<file path="src/hdl/bll_pkg.sv">
// ----------------------------------------------------------------------------
// bll_pkg
// Shared widths, codes and defaults for the bounded letter list.
// ----------------------------------------------------------------------------
package bll_pkg;

    localparam int DEPTH_DEFAULT = 32;

    localparam int OP_W     = 3;
    localparam int LETTER_W = 8;
    localparam int STATUS_W = 2;
    localparam int VALUE_W  = 8;

    localparam logic [LETTER_W-1:0] LETTER_LOW  = 8'd65;  // 'A'
    localparam logic [LETTER_W-1:0] LETTER_HIGH = 8'd90;  // 'Z'

    // operation codes
    localparam logic [OP_W-1:0] OP_PUSH   = 3'd0;
    localparam logic [OP_W-1:0] OP_REMOVE = 3'd1;
    localparam logic [OP_W-1:0] OP_LENGTH = 3'd2;
    localparam logic [OP_W-1:0] OP_HEAD   = 3'd3;
    localparam logic [OP_W-1:0] OP_TAIL   = 3'd4;
    localparam logic [OP_W-1:0] OP_PRINT  = 3'd5;

    // status codes
    localparam logic [STATUS_W-1:0] ST_OK      = 2'd0;
    localparam logic [STATUS_W-1:0] ST_INVALID = 2'd1;
    localparam logic [STATUS_W-1:0] ST_FULL    = 2'd2;
    localparam logic [STATUS_W-1:0] ST_EMPTY   = 2'd3;

endpackage

</file>
<file path="src/hdl/bll_item_if.sv">
// ----------------------------------------------------------------------------
// bll_item_if
// Command channel: one operation and its letter per beat.
// ----------------------------------------------------------------------------
interface bll_item_if;
    logic                          valid;
    logic                          ready;
    logic [bll_pkg::OP_W-1:0]      operation;
    logic [bll_pkg::LETTER_W-1:0]  letter;

    modport source (output valid, output operation, output letter, input ready);
    modport sink   (input valid, input operation, input letter, output ready);
endinterface

</file>
<file path="src/hdl/bll_result_if.sv">
// ----------------------------------------------------------------------------
// bll_result_if
// Result channel: status, value and last flag per beat.
// ----------------------------------------------------------------------------
interface bll_result_if;
    logic                          valid;
    logic                          ready;
    logic [bll_pkg::STATUS_W-1:0]  status;
    logic [bll_pkg::VALUE_W-1:0]   value;
    logic                          last;

    modport source (output valid, output status, output value, output last, input ready);
    modport sink   (input valid, input status, input value, input last, output ready);
endinterface

</file>
<file path="src/hdl/bounded_letter_list.sv">
// ----------------------------------------------------------------------------
// bounded_letter_list
// Ordered list of up to DEPTH capital letters, newest first, with push,
// remove, length, head, tail and print operations.
// ----------------------------------------------------------------------------
// One command is taken at a time; item.ready is high only while the sequencer
// is idle, but a command may be taken while the previous result still waits
// in the output register. Everything runs through one single-port-read,
// single-port-write memory with a registered read, so the walk is one entry
// per cycle, save that print waits while the result side stalls. Push and
// length answer from the idle state, head and tail go through a read state,
// remove searches from the front, then closes the gap one entry per cycle,
// and print walks front to back. An empty list answers every command with no read.
// The memory needs no clearing pass: only entries below the count are read.
// ----------------------------------------------------------------------------
module bounded_letter_list #(
    parameter int DEPTH = bll_pkg::DEPTH_DEFAULT
) (
    input  logic                clk,
    input  logic                rst_n,
    bll_item_if.sink            item,
    bll_result_if.source        result
);

    localparam int AW = (DEPTH > 1) ? $clog2(DEPTH) : 1;
    localparam int CW = $clog2(DEPTH + 1);

    // Storage is kept back to front: physical entry 0 is the tail and entry
    // count-1 is the front, so a push is a plain append.
    typedef enum logic [5:0] {
        S_IDLE  = 6'b000001,
        S_READ  = 6'b000010,  // head/tail read data lands
        S_SCAN  = 6'b000100,  // remove: search from the front
        S_SHIFT = 6'b001000,  // remove: close the gap
        S_PRINT = 6'b010000,  // walk front to back, one beat per entry
        S_EMIT  = 6'b100000   // hand the single result to the output register
    } state_t;

    state_t                        state_reg, state_next;
    logic [CW-1:0]                 count_reg, count_next;
    logic [AW-1:0]                 idx_reg, idx_next;
    logic [bll_pkg::LETTER_W-1:0]  letter_reg, letter_next;
    logic [bll_pkg::STATUS_W-1:0]  res_status_reg, res_status_next;
    logic [bll_pkg::VALUE_W-1:0]   res_value_reg, res_value_next;

    logic                          out_valid_reg, out_valid_next;
    logic [bll_pkg::STATUS_W-1:0]  out_status_reg;
    logic [bll_pkg::VALUE_W-1:0]   out_value_reg;
    logic                          out_last_reg;

    // memory
    logic [bll_pkg::LETTER_W-1:0]  mem [DEPTH];
    logic [bll_pkg::LETTER_W-1:0]  rd_data_reg;
    logic [AW-1:0]                 rd_addr;
    logic                          wr_en;
    logic [AW-1:0]                 wr_addr;
    logic [bll_pkg::LETTER_W-1:0]  wr_data;

    // output register load
    logic                          out_free;
    logic                          out_load;
    logic [bll_pkg::STATUS_W-1:0]  ld_status;
    logic [bll_pkg::VALUE_W-1:0]   ld_value;
    logic                          ld_last;

    logic [CW-1:0]                 cnt_m1;
    logic [AW-1:0]                 top_addr;
    logic                          in_letter_ok;
    logic                          empty;

    assign cnt_m1       = count_reg - CW'(1);
    assign top_addr     = cnt_m1[AW-1:0];
    assign empty        = (count_reg == '0);
    assign in_letter_ok = (item.letter >= bll_pkg::LETTER_LOW) &&
                          (item.letter <= bll_pkg::LETTER_HIGH);
    assign out_free     = !out_valid_reg || result.ready;

    assign item.ready    = (state_reg == S_IDLE);
    assign result.valid  = out_valid_reg;
    assign result.status = out_status_reg;
    assign result.value  = out_value_reg;
    assign result.last   = out_last_reg;

    always_comb
    begin
        state_next      = state_reg;
        count_next      = count_reg;
        idx_next        = idx_reg;
        letter_next     = letter_reg;
        res_status_next = res_status_reg;
        res_value_next  = res_value_reg;
        rd_addr         = idx_reg;
        wr_en           = 1'b0;
        wr_addr         = idx_reg;
        wr_data         = rd_data_reg;
        out_load        = 1'b0;
        ld_status       = bll_pkg::ST_OK;
        ld_value        = rd_data_reg;
        ld_last         = 1'b1;

        unique case (state_reg)
            S_IDLE:
            begin
                if (item.valid)
                begin
                    letter_next     = item.letter;
                    res_status_next = bll_pkg::ST_INVALID;
                    res_value_next  = '0;
                    state_next      = S_EMIT;
                    unique case (item.operation)
                        bll_pkg::OP_PUSH:
                        begin
                            // letter check wins over the full check
                            if (!in_letter_ok)
                                res_status_next = bll_pkg::ST_INVALID;
                            else if (count_reg == CW'(DEPTH))
                                res_status_next = bll_pkg::ST_FULL;
                            else
                            begin
                                wr_en           = 1'b1;
                                wr_addr         = count_reg[AW-1:0];
                                wr_data         = item.letter;
                                count_next      = count_reg + CW'(1);
                                res_status_next = bll_pkg::ST_OK;
                            end
                        end
                        bll_pkg::OP_REMOVE:
                        begin
                            if (in_letter_ok && !empty)
                            begin
                                idx_next   = top_addr;
                                rd_addr    = top_addr;
                                state_next = S_SCAN;
                            end
                        end
                        bll_pkg::OP_LENGTH:
                        begin
                            if (!empty)
                            begin
                                res_status_next = bll_pkg::ST_OK;
                                res_value_next  = bll_pkg::VALUE_W'(count_reg);
                            end
                        end
                        bll_pkg::OP_HEAD:
                        begin
                            if (!empty)
                            begin
                                rd_addr    = top_addr;
                                state_next = S_READ;
                            end
                        end
                        bll_pkg::OP_TAIL:
                        begin
                            if (!empty)
                            begin
                                rd_addr    = '0;
                                state_next = S_READ;
                            end
                        end
                        bll_pkg::OP_PRINT:
                        begin
                            if (empty)
                                res_status_next = bll_pkg::ST_EMPTY;
                            else
                            begin
                                idx_next   = top_addr;
                                rd_addr    = top_addr;
                                state_next = S_PRINT;
                            end
                        end
                        default:
                        begin
                            res_status_next = bll_pkg::ST_INVALID;
                        end
                    endcase
                end
            end

            S_READ:
            begin
                res_status_next = bll_pkg::ST_OK;
                res_value_next  = rd_data_reg;
                state_next      = S_EMIT;
            end

            S_SCAN:
            begin
                // rd_data_reg holds entry idx_reg
                if (rd_data_reg == letter_reg)
                begin
                    if (CW'(idx_reg) == cnt_m1)
                    begin
                        // match at the front: nothing to move
                        count_next      = cnt_m1;
                        res_status_next = bll_pkg::ST_OK;
                        state_next      = S_EMIT;
                    end
                    else
                    begin
                        rd_addr    = idx_reg + AW'(1);
                        state_next = S_SHIFT;
                    end
                end
                else if (idx_reg == '0)
                begin
                    res_status_next = bll_pkg::ST_INVALID;
                    state_next      = S_EMIT;
                end
                else
                begin
                    idx_next = idx_reg - AW'(1);
                    rd_addr  = idx_reg - AW'(1);
                end
            end

            S_SHIFT:
            begin
                // rd_data_reg holds entry idx_reg+1; move it down one place
                wr_en   = 1'b1;
                wr_addr = idx_reg;
                wr_data = rd_data_reg;
                if (CW'(idx_reg) + CW'(1) == cnt_m1)
                begin
                    count_next      = cnt_m1;
                    res_status_next = bll_pkg::ST_OK;
                    state_next      = S_EMIT;
                end
                else
                begin
                    idx_next = idx_reg + AW'(1);
                    rd_addr  = idx_reg + AW'(2);
                end
            end

            S_PRINT:
            begin
                if (out_free)
                begin
                    out_load  = 1'b1;
                    ld_status = bll_pkg::ST_OK;
                    ld_value  = rd_data_reg;
                    ld_last   = (idx_reg == '0);
                    if (idx_reg == '0)
                        state_next = S_IDLE;
                    else
                    begin
                        idx_next = idx_reg - AW'(1);
                        rd_addr  = idx_reg - AW'(1);
                    end
                end
                else
                begin
                    // re-read the same entry so the data holds over the stall
                    rd_addr = idx_reg;
                end
            end

            S_EMIT:
            begin
                if (out_free)
                begin
                    out_load   = 1'b1;
                    ld_status  = res_status_reg;
                    ld_value   = res_value_reg;
                    ld_last    = 1'b1;
                    state_next = S_IDLE;
                end
            end

            default:
            begin
                state_next = S_IDLE;
            end
        endcase
    end

    always_comb
    begin
        if (out_load)
            out_valid_next = 1'b1;
        else if (result.ready)
            out_valid_next = 1'b0;
        else
            out_valid_next = out_valid_reg;
    end

    always_ff @(posedge clk or negedge rst_n)
    begin
        if (!rst_n)
        begin
            state_reg     <= S_IDLE;
            count_reg     <= '0;
            out_valid_reg <= 1'b0;
        end
        else
        begin
            state_reg     <= state_next;
            count_reg     <= count_next;
            out_valid_reg <= out_valid_next;
        end
    end

    always_ff @(posedge clk)
    begin
        idx_reg        <= idx_next;
        letter_reg     <= letter_next;
        res_status_reg <= res_status_next;
        res_value_reg  <= res_value_next;
        if (out_load)
        begin
            out_status_reg <= ld_status;
            out_value_reg  <= ld_value;
            out_last_reg   <= ld_last;
        end
    end

    always_ff @(posedge clk)
    begin
        if (wr_en)
            mem[wr_addr] <= wr_data;
        rd_data_reg <= mem[rd_addr];
    end

endmodule

</file>
<file path="src/flat_wrapper.sv">
// flat-port wrapper written by rule: the top's interface ports become plain ports
module bounded_letter_list_flat 
#(
    parameter int DEPTH = bll_pkg::DEPTH_DEFAULT
)
  (clk, rst_n, item_valid, item_operation, item_letter, item_ready, result_valid, result_status, result_value, result_last, result_ready);
  bll_item_if item_i ();
  bll_result_if result_i ();
  input  logic clk;
  input  logic rst_n;
  input wire logic [$bits(item_i.valid)-1:0] item_valid;
  input wire logic [$bits(item_i.operation)-1:0] item_operation;
  input wire logic [$bits(item_i.letter)-1:0] item_letter;
  output wire logic [$bits(item_i.ready)-1:0] item_ready;
  output wire logic [$bits(result_i.valid)-1:0] result_valid;
  output wire logic [$bits(result_i.status)-1:0] result_status;
  output wire logic [$bits(result_i.value)-1:0] result_value;
  output wire logic [$bits(result_i.last)-1:0] result_last;
  input wire logic [$bits(result_i.ready)-1:0] result_ready;
  assign item_i.valid = item_valid;
  assign item_i.operation = item_operation;
  assign item_i.letter = item_letter;
  assign item_ready = item_i.ready;
  assign result_valid = result_i.valid;
  assign result_status = result_i.status;
  assign result_value = result_i.value;
  assign result_last = result_i.last;
  assign result_i.ready = result_ready;
  bounded_letter_list #(.DEPTH(DEPTH)) u_core (.clk(clk), .rst_n(rst_n), .item(item_i), .result(result_i));
endmodule
</file>
<file path="config.mk">
export PLATFORM = sky130hd
export DESIGN_NAME = bounded_letter_list_flat
export DESIGN_NICKNAME = d
export VERILOG_FILES = /design/src/hdl/bll_pkg.sv /design/src/hdl/bll_item_if.sv /design/src/hdl/bll_result_if.sv /design/src/hdl/bounded_letter_list.sv /design/src/flat_wrapper.sv
export SDC_FILE = /design/constraint.sdc
export NUM_CORES = 1
export LEC_CHECK = 0
export BUFFER_PORTS_ARGS = -buffer_cell sky130_fd_sc_hd__buf_2
export CAP_MARGIN = 40
export CORE_UTILIZATION = 55
export CTS_BUF_LIST = sky130_fd_sc_hd__clkbuf_8 sky130_fd_sc_hd__clkbuf_16
export CTS_CLUSTER_SIZE = 24
export DETAILED_ROUTE_END_ITERATION = 16
export PLACE_DENSITY = 0.71
export SLEW_MARGIN = 25
export SYNTH_ARGS = -nofsm -noshare
export SYNTH_HDL_FRONTEND = slang
export SYNTH_SLANG_ARGS = --single-unit
</file>
<file path="constraint.sdc">
create_clock -name clk -period 10.5 [get_ports clk]
set_input_delay 0.525 -clock clk [delete_from_list [all_inputs] [get_ports clk]]
set_output_delay 0.525 -clock clk [all_outputs]
set_load 0.01 [all_outputs]
</file>
Word level (Yosys, flattened, before mapping)
Memory sizes are Yosys's and may differ from the RTL's. A register that Yosys moved wholly into a read port is not among the register bits. Cells that the tools add are included.

Output and inout bits: 13. Memories kept: 1. RAM bits: 256. Word-level logic and storage cells: 148. Flip-flop bits (word level): 47. Bits of input ports: 15.

Mux-type cells: 75. $lt $le $gt $ge: 2. Equality and inequality tests: 30. $add $sub $neg: 6. Reductions and logical operators: 24.

Memories: u_core.mem (depth 32, width 8, rd ports 1, clocked after memory_dff 1, write ports 1, RTL line bounded_letter_list.sv:52) `logic [bll_pkg::LETTER_W-1:0] mem [DEPTH];`.

Operators with widths (count): 6-bit two-way mux (19); 5-bit two-way mux (17); 8-bit two-way mux (9); 5-bit one-hot mux with 4 select lines (2); 6-bit one-hot mux with 3 select lines (2); 6-bit one-hot mux with 6 select lines (1); 2-bit two-way mux (8); 2-bit by 1-bit != test with 1-bit output, second input constant (8); 8-bit one-hot mux with 2 select lines (1); 5-bit one-hot mux with 3 select lines (1); 6-bit equality test, second input constant (2); 1-bit two-way mux (11); 5-bit one-hot mux with 2 select lines (1); 5-bit AND reduction (2); 8-bit equality test (1); 8-bit by 7-bit >= comparator with 1-bit output, second input constant (1); 8-bit by 7-bit less-or-equal comparator with 1-bit output, second input constant (1); 2-bit != test, second input constant (4); 2-bit one-hot mux with 4 select lines (1); 2-bit AND reduction (4); 8-bit AND reduction (1); 4-bit nonzero test (2); 5-bit by 1-bit adder with 6-bit output, second input constant (1); 6-bit by 1-bit adder with 6-bit output, second input constant (1); other kinds (28) (36).

Logic depth before layout (Yosys ltp)
Word-level depth: 8. Depth in mapped cells: 18. Depth with buffers taken out: 14.

Worst setup path before layout
OpenSTA, ideal clock, no wires.

Kind: reg-to-reg. Start: register u_core.idx_reg[1]. End: register u_core.rd_data_reg[6] in the netlist's numbering, read port of u_core.mem. Slack: 6651 ps. Library setup time: 120 ps. Arrival: 3729 ps. Period minus slack after synthesis: 3849 ps. Data required time: 10380 ps. Cell stages (with the launch flop): 16. Buffers on the path: 3. Path through: edfxtp_1 -> clkbuf_1 -> inv_1 -> ha_1 -> or4b_1 -> clkbuf_1 -> a31oi_1 -> a311oi_1 -> a211oi_1 -> o221ai_2 -> nor4_4 -> buf_4 -> nor4_1 -> a221oi_1 -> or4b_1 -> o31a_1.

Word-level cells in the longest chain between the ends: 4. Elaborated cells on any way between the ends: 18. Those cells by class: add/sub (4); eq/ne (2); mux (11); reduce/logical (1).

RTL lines: from (decl) (RTL line bounded_letter_list.sv:41) `logic [AW-1:0] idx_reg, idx_next;`; from (signal assigned) (RTL line bounded_letter_list.sv:305) `idx_reg <= idx_next;`; 5-bit by 1-bit adder with 6-bit output (tied with other cells) (RTL line bounded_letter_list.sv:222) `if (CW'(idx_reg) + CW'(1) == cnt_m1)`; 6-bit equality test (tied with other cells) (RTL line bounded_letter_list.sv:222); 5-bit two-way mux, on equally long branches; 5-bit one-hot mux with 4 select lines * (RTL line bounded_letter_list.sv:101) `unique case (state_reg)`; to (decl) (RTL line bounded_letter_list.sv:53) `logic [bll_pkg::LETTER_W-1:0] rd_data_reg;`.

Mark *: on every way between the ends. The rest lies on a longest branch, timed or not. A chain may end at the register's enable or synchronous reset.

Worst setup path after layout
Ends and elaborated chain as after synthesis.

==> metrics.md <==
| Metric | Value |
|---|---|
| Max VDD drop | 0.2477 mV |
| Vias | 9476 |
| Top reg by flops | u_core.mem |
| Critical path capture point type | register |
| Final core occ | 61.53% |
| Layout net count | 1149 |
| Port bufs | 27 |
| Worst min path class | in -> reg |
| Status | finished clean |
| Die H | 164.8 um |
| Total Power | 4.311 mW |
| FF+latch count, synth | 311 |
| Clock share of power | 24.5% |
| TritonCTS clock tree | done |
| CP top delay family | simple AND/OR/NAND/NOR gates |
| Worst Path Arrival | 6.16 ns |
| Clock transition at path regs | 0.06 ns |
| Max Cap Violations | 0 |
| Final Cycle Share | 54.24% |
| Final hold viol count | 0 |
| DR iter-0 viols | 1159 |
| Fillcell total | 1977 |
| Avg Cell Area, Syn | 13.25 um^2 |
| Maximum buffer depth of the clock tree | 3 |
| Die width | 164.8 um |
| Worst-margin pin slew | 0.8644 ns |
| Number of buffers created by CTS | 31 |
| Final ANT Viol Nets | 0 |
| Setup bufs post-CTS | 0 |
| DR vias/cell | 6.381 |
| Setup CP Type | reg -> reg |
| Top_reg_cell synth | edfxtp_1 |
| Max reg flops | 256 |
| Synth-to-Final Area Change | 9.981% |
| Cells after synthesis | 1100 |
| EDFF count, synth | 290 |
| CP dominant cell by count | buf_4 |
| # clock sinks | 311 |
| Finished Layout Cells | 1485 |
| Final setup vio count | 0 |
| Fin Hold WS | 0.1433 ns |
| Vias in the first global route | 9301 |
| DRC errors left | 0 |
| Pint | 2.737 mW |
| Worst path bufs/invs | 3 |
| R2r setup slk | 4.80 ns |
| Fmax | 175.6 MHz |
| Hold path depth | 1 |
| RSZ-0062 raised after global routing | false |
| Final wirelength | 35950 um |
| End of the worst hold path | u_core.letter_reg[7] |
| Initial antenna violation count | 0 |
| Unique masters post-synth | 88 |
| Pwr per Cell Area | 268.9 nW/um^2 |
| Initial Util | 55.95% |
| HP Start | item_letter[7] |
| Top-level port count | 28 |
| Critical Path RT | 10.97 ns |
| Max Slew Vio Count | 0 |
| Ys async rst share | 4.180% |
| Layout cells sized above 1 | 15.22% |
| Critical path's largest stage delay | 0.62 ns |
| Pin count of the biggest net entering global routing | 53 |
| Setup TNS | 0 ns |
| First-pass GRT wire length | 54390 um |
| Final min period | 5.696 ns |
| Grt ovf | 0 |
| Max FO, Critical Path | 51 |
| Seq/Total Area, Yosys | 63.07% |
| Combinational share of power | 36.7% |
| Mapped cell area | 14580 um^2 |
| Dpl cells | 1415 |
| Root Buffer Master | clkbuf_16 |
| Core area | 26060 um^2 |
| Sw Pwr | 1.574 mW |
| # H-tree levels | 1 |
| RR Endpoint | u_core.rd_data_reg[6] |
| DRT Pass-1 Iters | 8 |
| Critical path's slowest cell | edfxtp_1 |
| CP Launch Type | register |
| Inserted Diodes | 0 |
| Post-DP HPWL | 23390 um |
| Rows | 59 |
| Clock Skews | 0.009538 ns |
| Die area | 27160 um^2 |
| Worst-path cell chain | inv_1 -> ha_1 -> nor4b_2 -> nor2_1 -> o21ai_1 -> o2111ai_1 -> nor4_4 -> buf_4 -> nand2_4 -> buf_4 -> nand3_1 -> o22ai_1 -> or4b_1 -> o31a_1 |
| Clk Latency, worst-skew pair | 0.58 ns |
| Worst rel slew slack | 42.37% |
| DR WL/cell | 24.21 um |
| Resize count post-CTS | 0 |
| Synth Net Count | 1122 |
| Flop pwr share | 38.8% |
| Gpl congestion | 0.9737 |
| Static Leak | 5.545 nW |
| Syn. warnings | 0 |
| Global Route Usage Sum | 27.04% |
| R2R depth | 14 |
| Sw frac | 36.50% |
| Worst r2r src | u_core.idx_reg[1] |
[metal layers]
layer	part of all wire (%)	track usage (%)
met5	0	0
met1	43	37.73
met2	47	42.78
met3	7.5	4.721
met4	3.1	9.341
[power groups by stage]
| stage | registers (mW) | clock network, mW | logic, mW |
|---|---|---|---|
| detailed placement | 1.70 | 0 | 1.55 |
| CTS | 1.67 | 1.07 | 1.55 |
| finish | 1.67 | 1.05 | 1.58 |
| global placement | 1.70 | 0 | 1.53 |
| global route | 1.68 | 1.11 | 1.69 |
| floorplan | 1.65 | 0 | 1.12 |
[cells in the mapped netlist, types with 3 or more instances]
cell,n,area [um^2]
o211ai_1,4,30.03
nor2b_1,6,37.54
and2_1,8,50.05
nand3_1,33,165.2
or4b_1,3,30.03
a32o_1,7,70.07
xnor2_1,23,201.4
dfxtp_1,8,160.2
nor3_1,18,90.09
or3_1,4,25.02
a31oi_1,6,37.54
nor2_2,3,18.77
nand3b_1,14,105.1
a21o_1,5,37.54
nand4_1,11,68.82
o21bai_1,7,52.55
a22oi_1,7,52.55
xor2_1,7,61.31
o22ai_1,14,87.58
o21ai_1,3,15.01
o31ai_1,4,30.03
o221a_1,7,78.83
nor4_1,7,43.79
nor2_1,79,296.5
or3b_2,3,26.28
inv_1,13,48.80
ha_1,7,87.58
nand2_1,80,300.3
buf_4,9,67.56
a211oi_1,5,37.54
nand2b_1,9,56.30
mux2i_1,104,1041
dfrtp_1,12,300.3
buf_2,22,110.1
or2_1,3,18.77
edfxtp_1,290,8708
o221ai_1,15,131.4
o21ai_0,49,245.2
a21oi_1,51,255.2
clkbuf_1,27,101.4
a2111oi_0,4,35.03
a41o_1,3,30.03
mux2_2,42,473.0
[repair_timing]
item	4_1_cts	5_1_grt
endpoints found under the hold margin	12	0
endpoints found under the setup margin	0	0
hold buffers	1	0
[worst register-to-register path: stages, from the launching register on]
cell	delay, ns
edfxtp_1	0.62
inv_1	0.42
ha_1	0.34
nor4b_2	0.49
nor2_1	0.27
o21ai_1	0.29
o2111ai_1	0.27
nor4_4	0.30
buf_4	0.26
nand2_4	0.46
buf_4	0.65
nand3_1	0.38
o22ai_1	0.18
or4b_1	0.53
o31a_1	0.12
[per-stage QoR]
step / setup WS [ns] / area, um^2
2_1_floorplan: 6.651 / 14580
3_3_place_gp: 4.942 / 14910
3_5_place_dp: 4.977 / 14950
4_1_cts: 4.950 / 15930
5_1_grt: 4.556 / 16030
6_report: 4.804 / 16030
[kinds of logic (layout without fill, tap and decap cells)]
kind of cell	Yosys count	in the layout	share of synthesized area [%]
and+or+nand+nor	307	307	11.08
adders and majority gates	7	7	0.6007
buffers and inverters	78	128	2.549
DFF	311	311	63.07
muxes	146	146	10.38
AOI/OAI and AO/OA	220	220	10.40
xor gates and xnor gates	31	31	1.914
[layout make-up]
type,instances,area (um^2),area share [%]
sequential,311,9195,57.35
clock buffer,31,775.7,4.838
timing repair buffer,56,367.9,2.294
tap,335,419.2,2.614
inverter,16,62.56,0.3902
clock inverter,25,187.7,1.171
multi-input combinational,711,5026,31.35
[worst max-delay path by stage]
stage               depth (start not counted)  slack (ns)               endpoint              start
floorplan                                  15        6.65  u_core.rd_data_reg[6]  u_core.idx_reg[1]
CTS                                        15        4.95  u_core.rd_data_reg[6]  u_core.idx_reg[1]
detailed placement                         15        4.98  u_core.rd_data_reg[6]  u_core.idx_reg[1]
global placement                           15        4.94  u_core.rd_data_reg[6]  u_core.idx_reg[1]
finish                                     14        4.80  u_core.rd_data_reg[6]  u_core.idx_reg[1]
global route                               15        4.56  u_core.rd_data_reg[6]  u_core.idx_reg[1]
[layout by cell type (no fill, tap or decap), types with 28 or more instances in the layout]
master and instances:
edfxtp_1 290, buf_2 28, a21oi_1 51, mux2i_1 104, mux2_2 42, nand2_1 80, clkbuf_16 31, nand3_1 33
nor2_1 79, o21ai_0 49
Note: power is estimated with default switching activity, not from simulation.
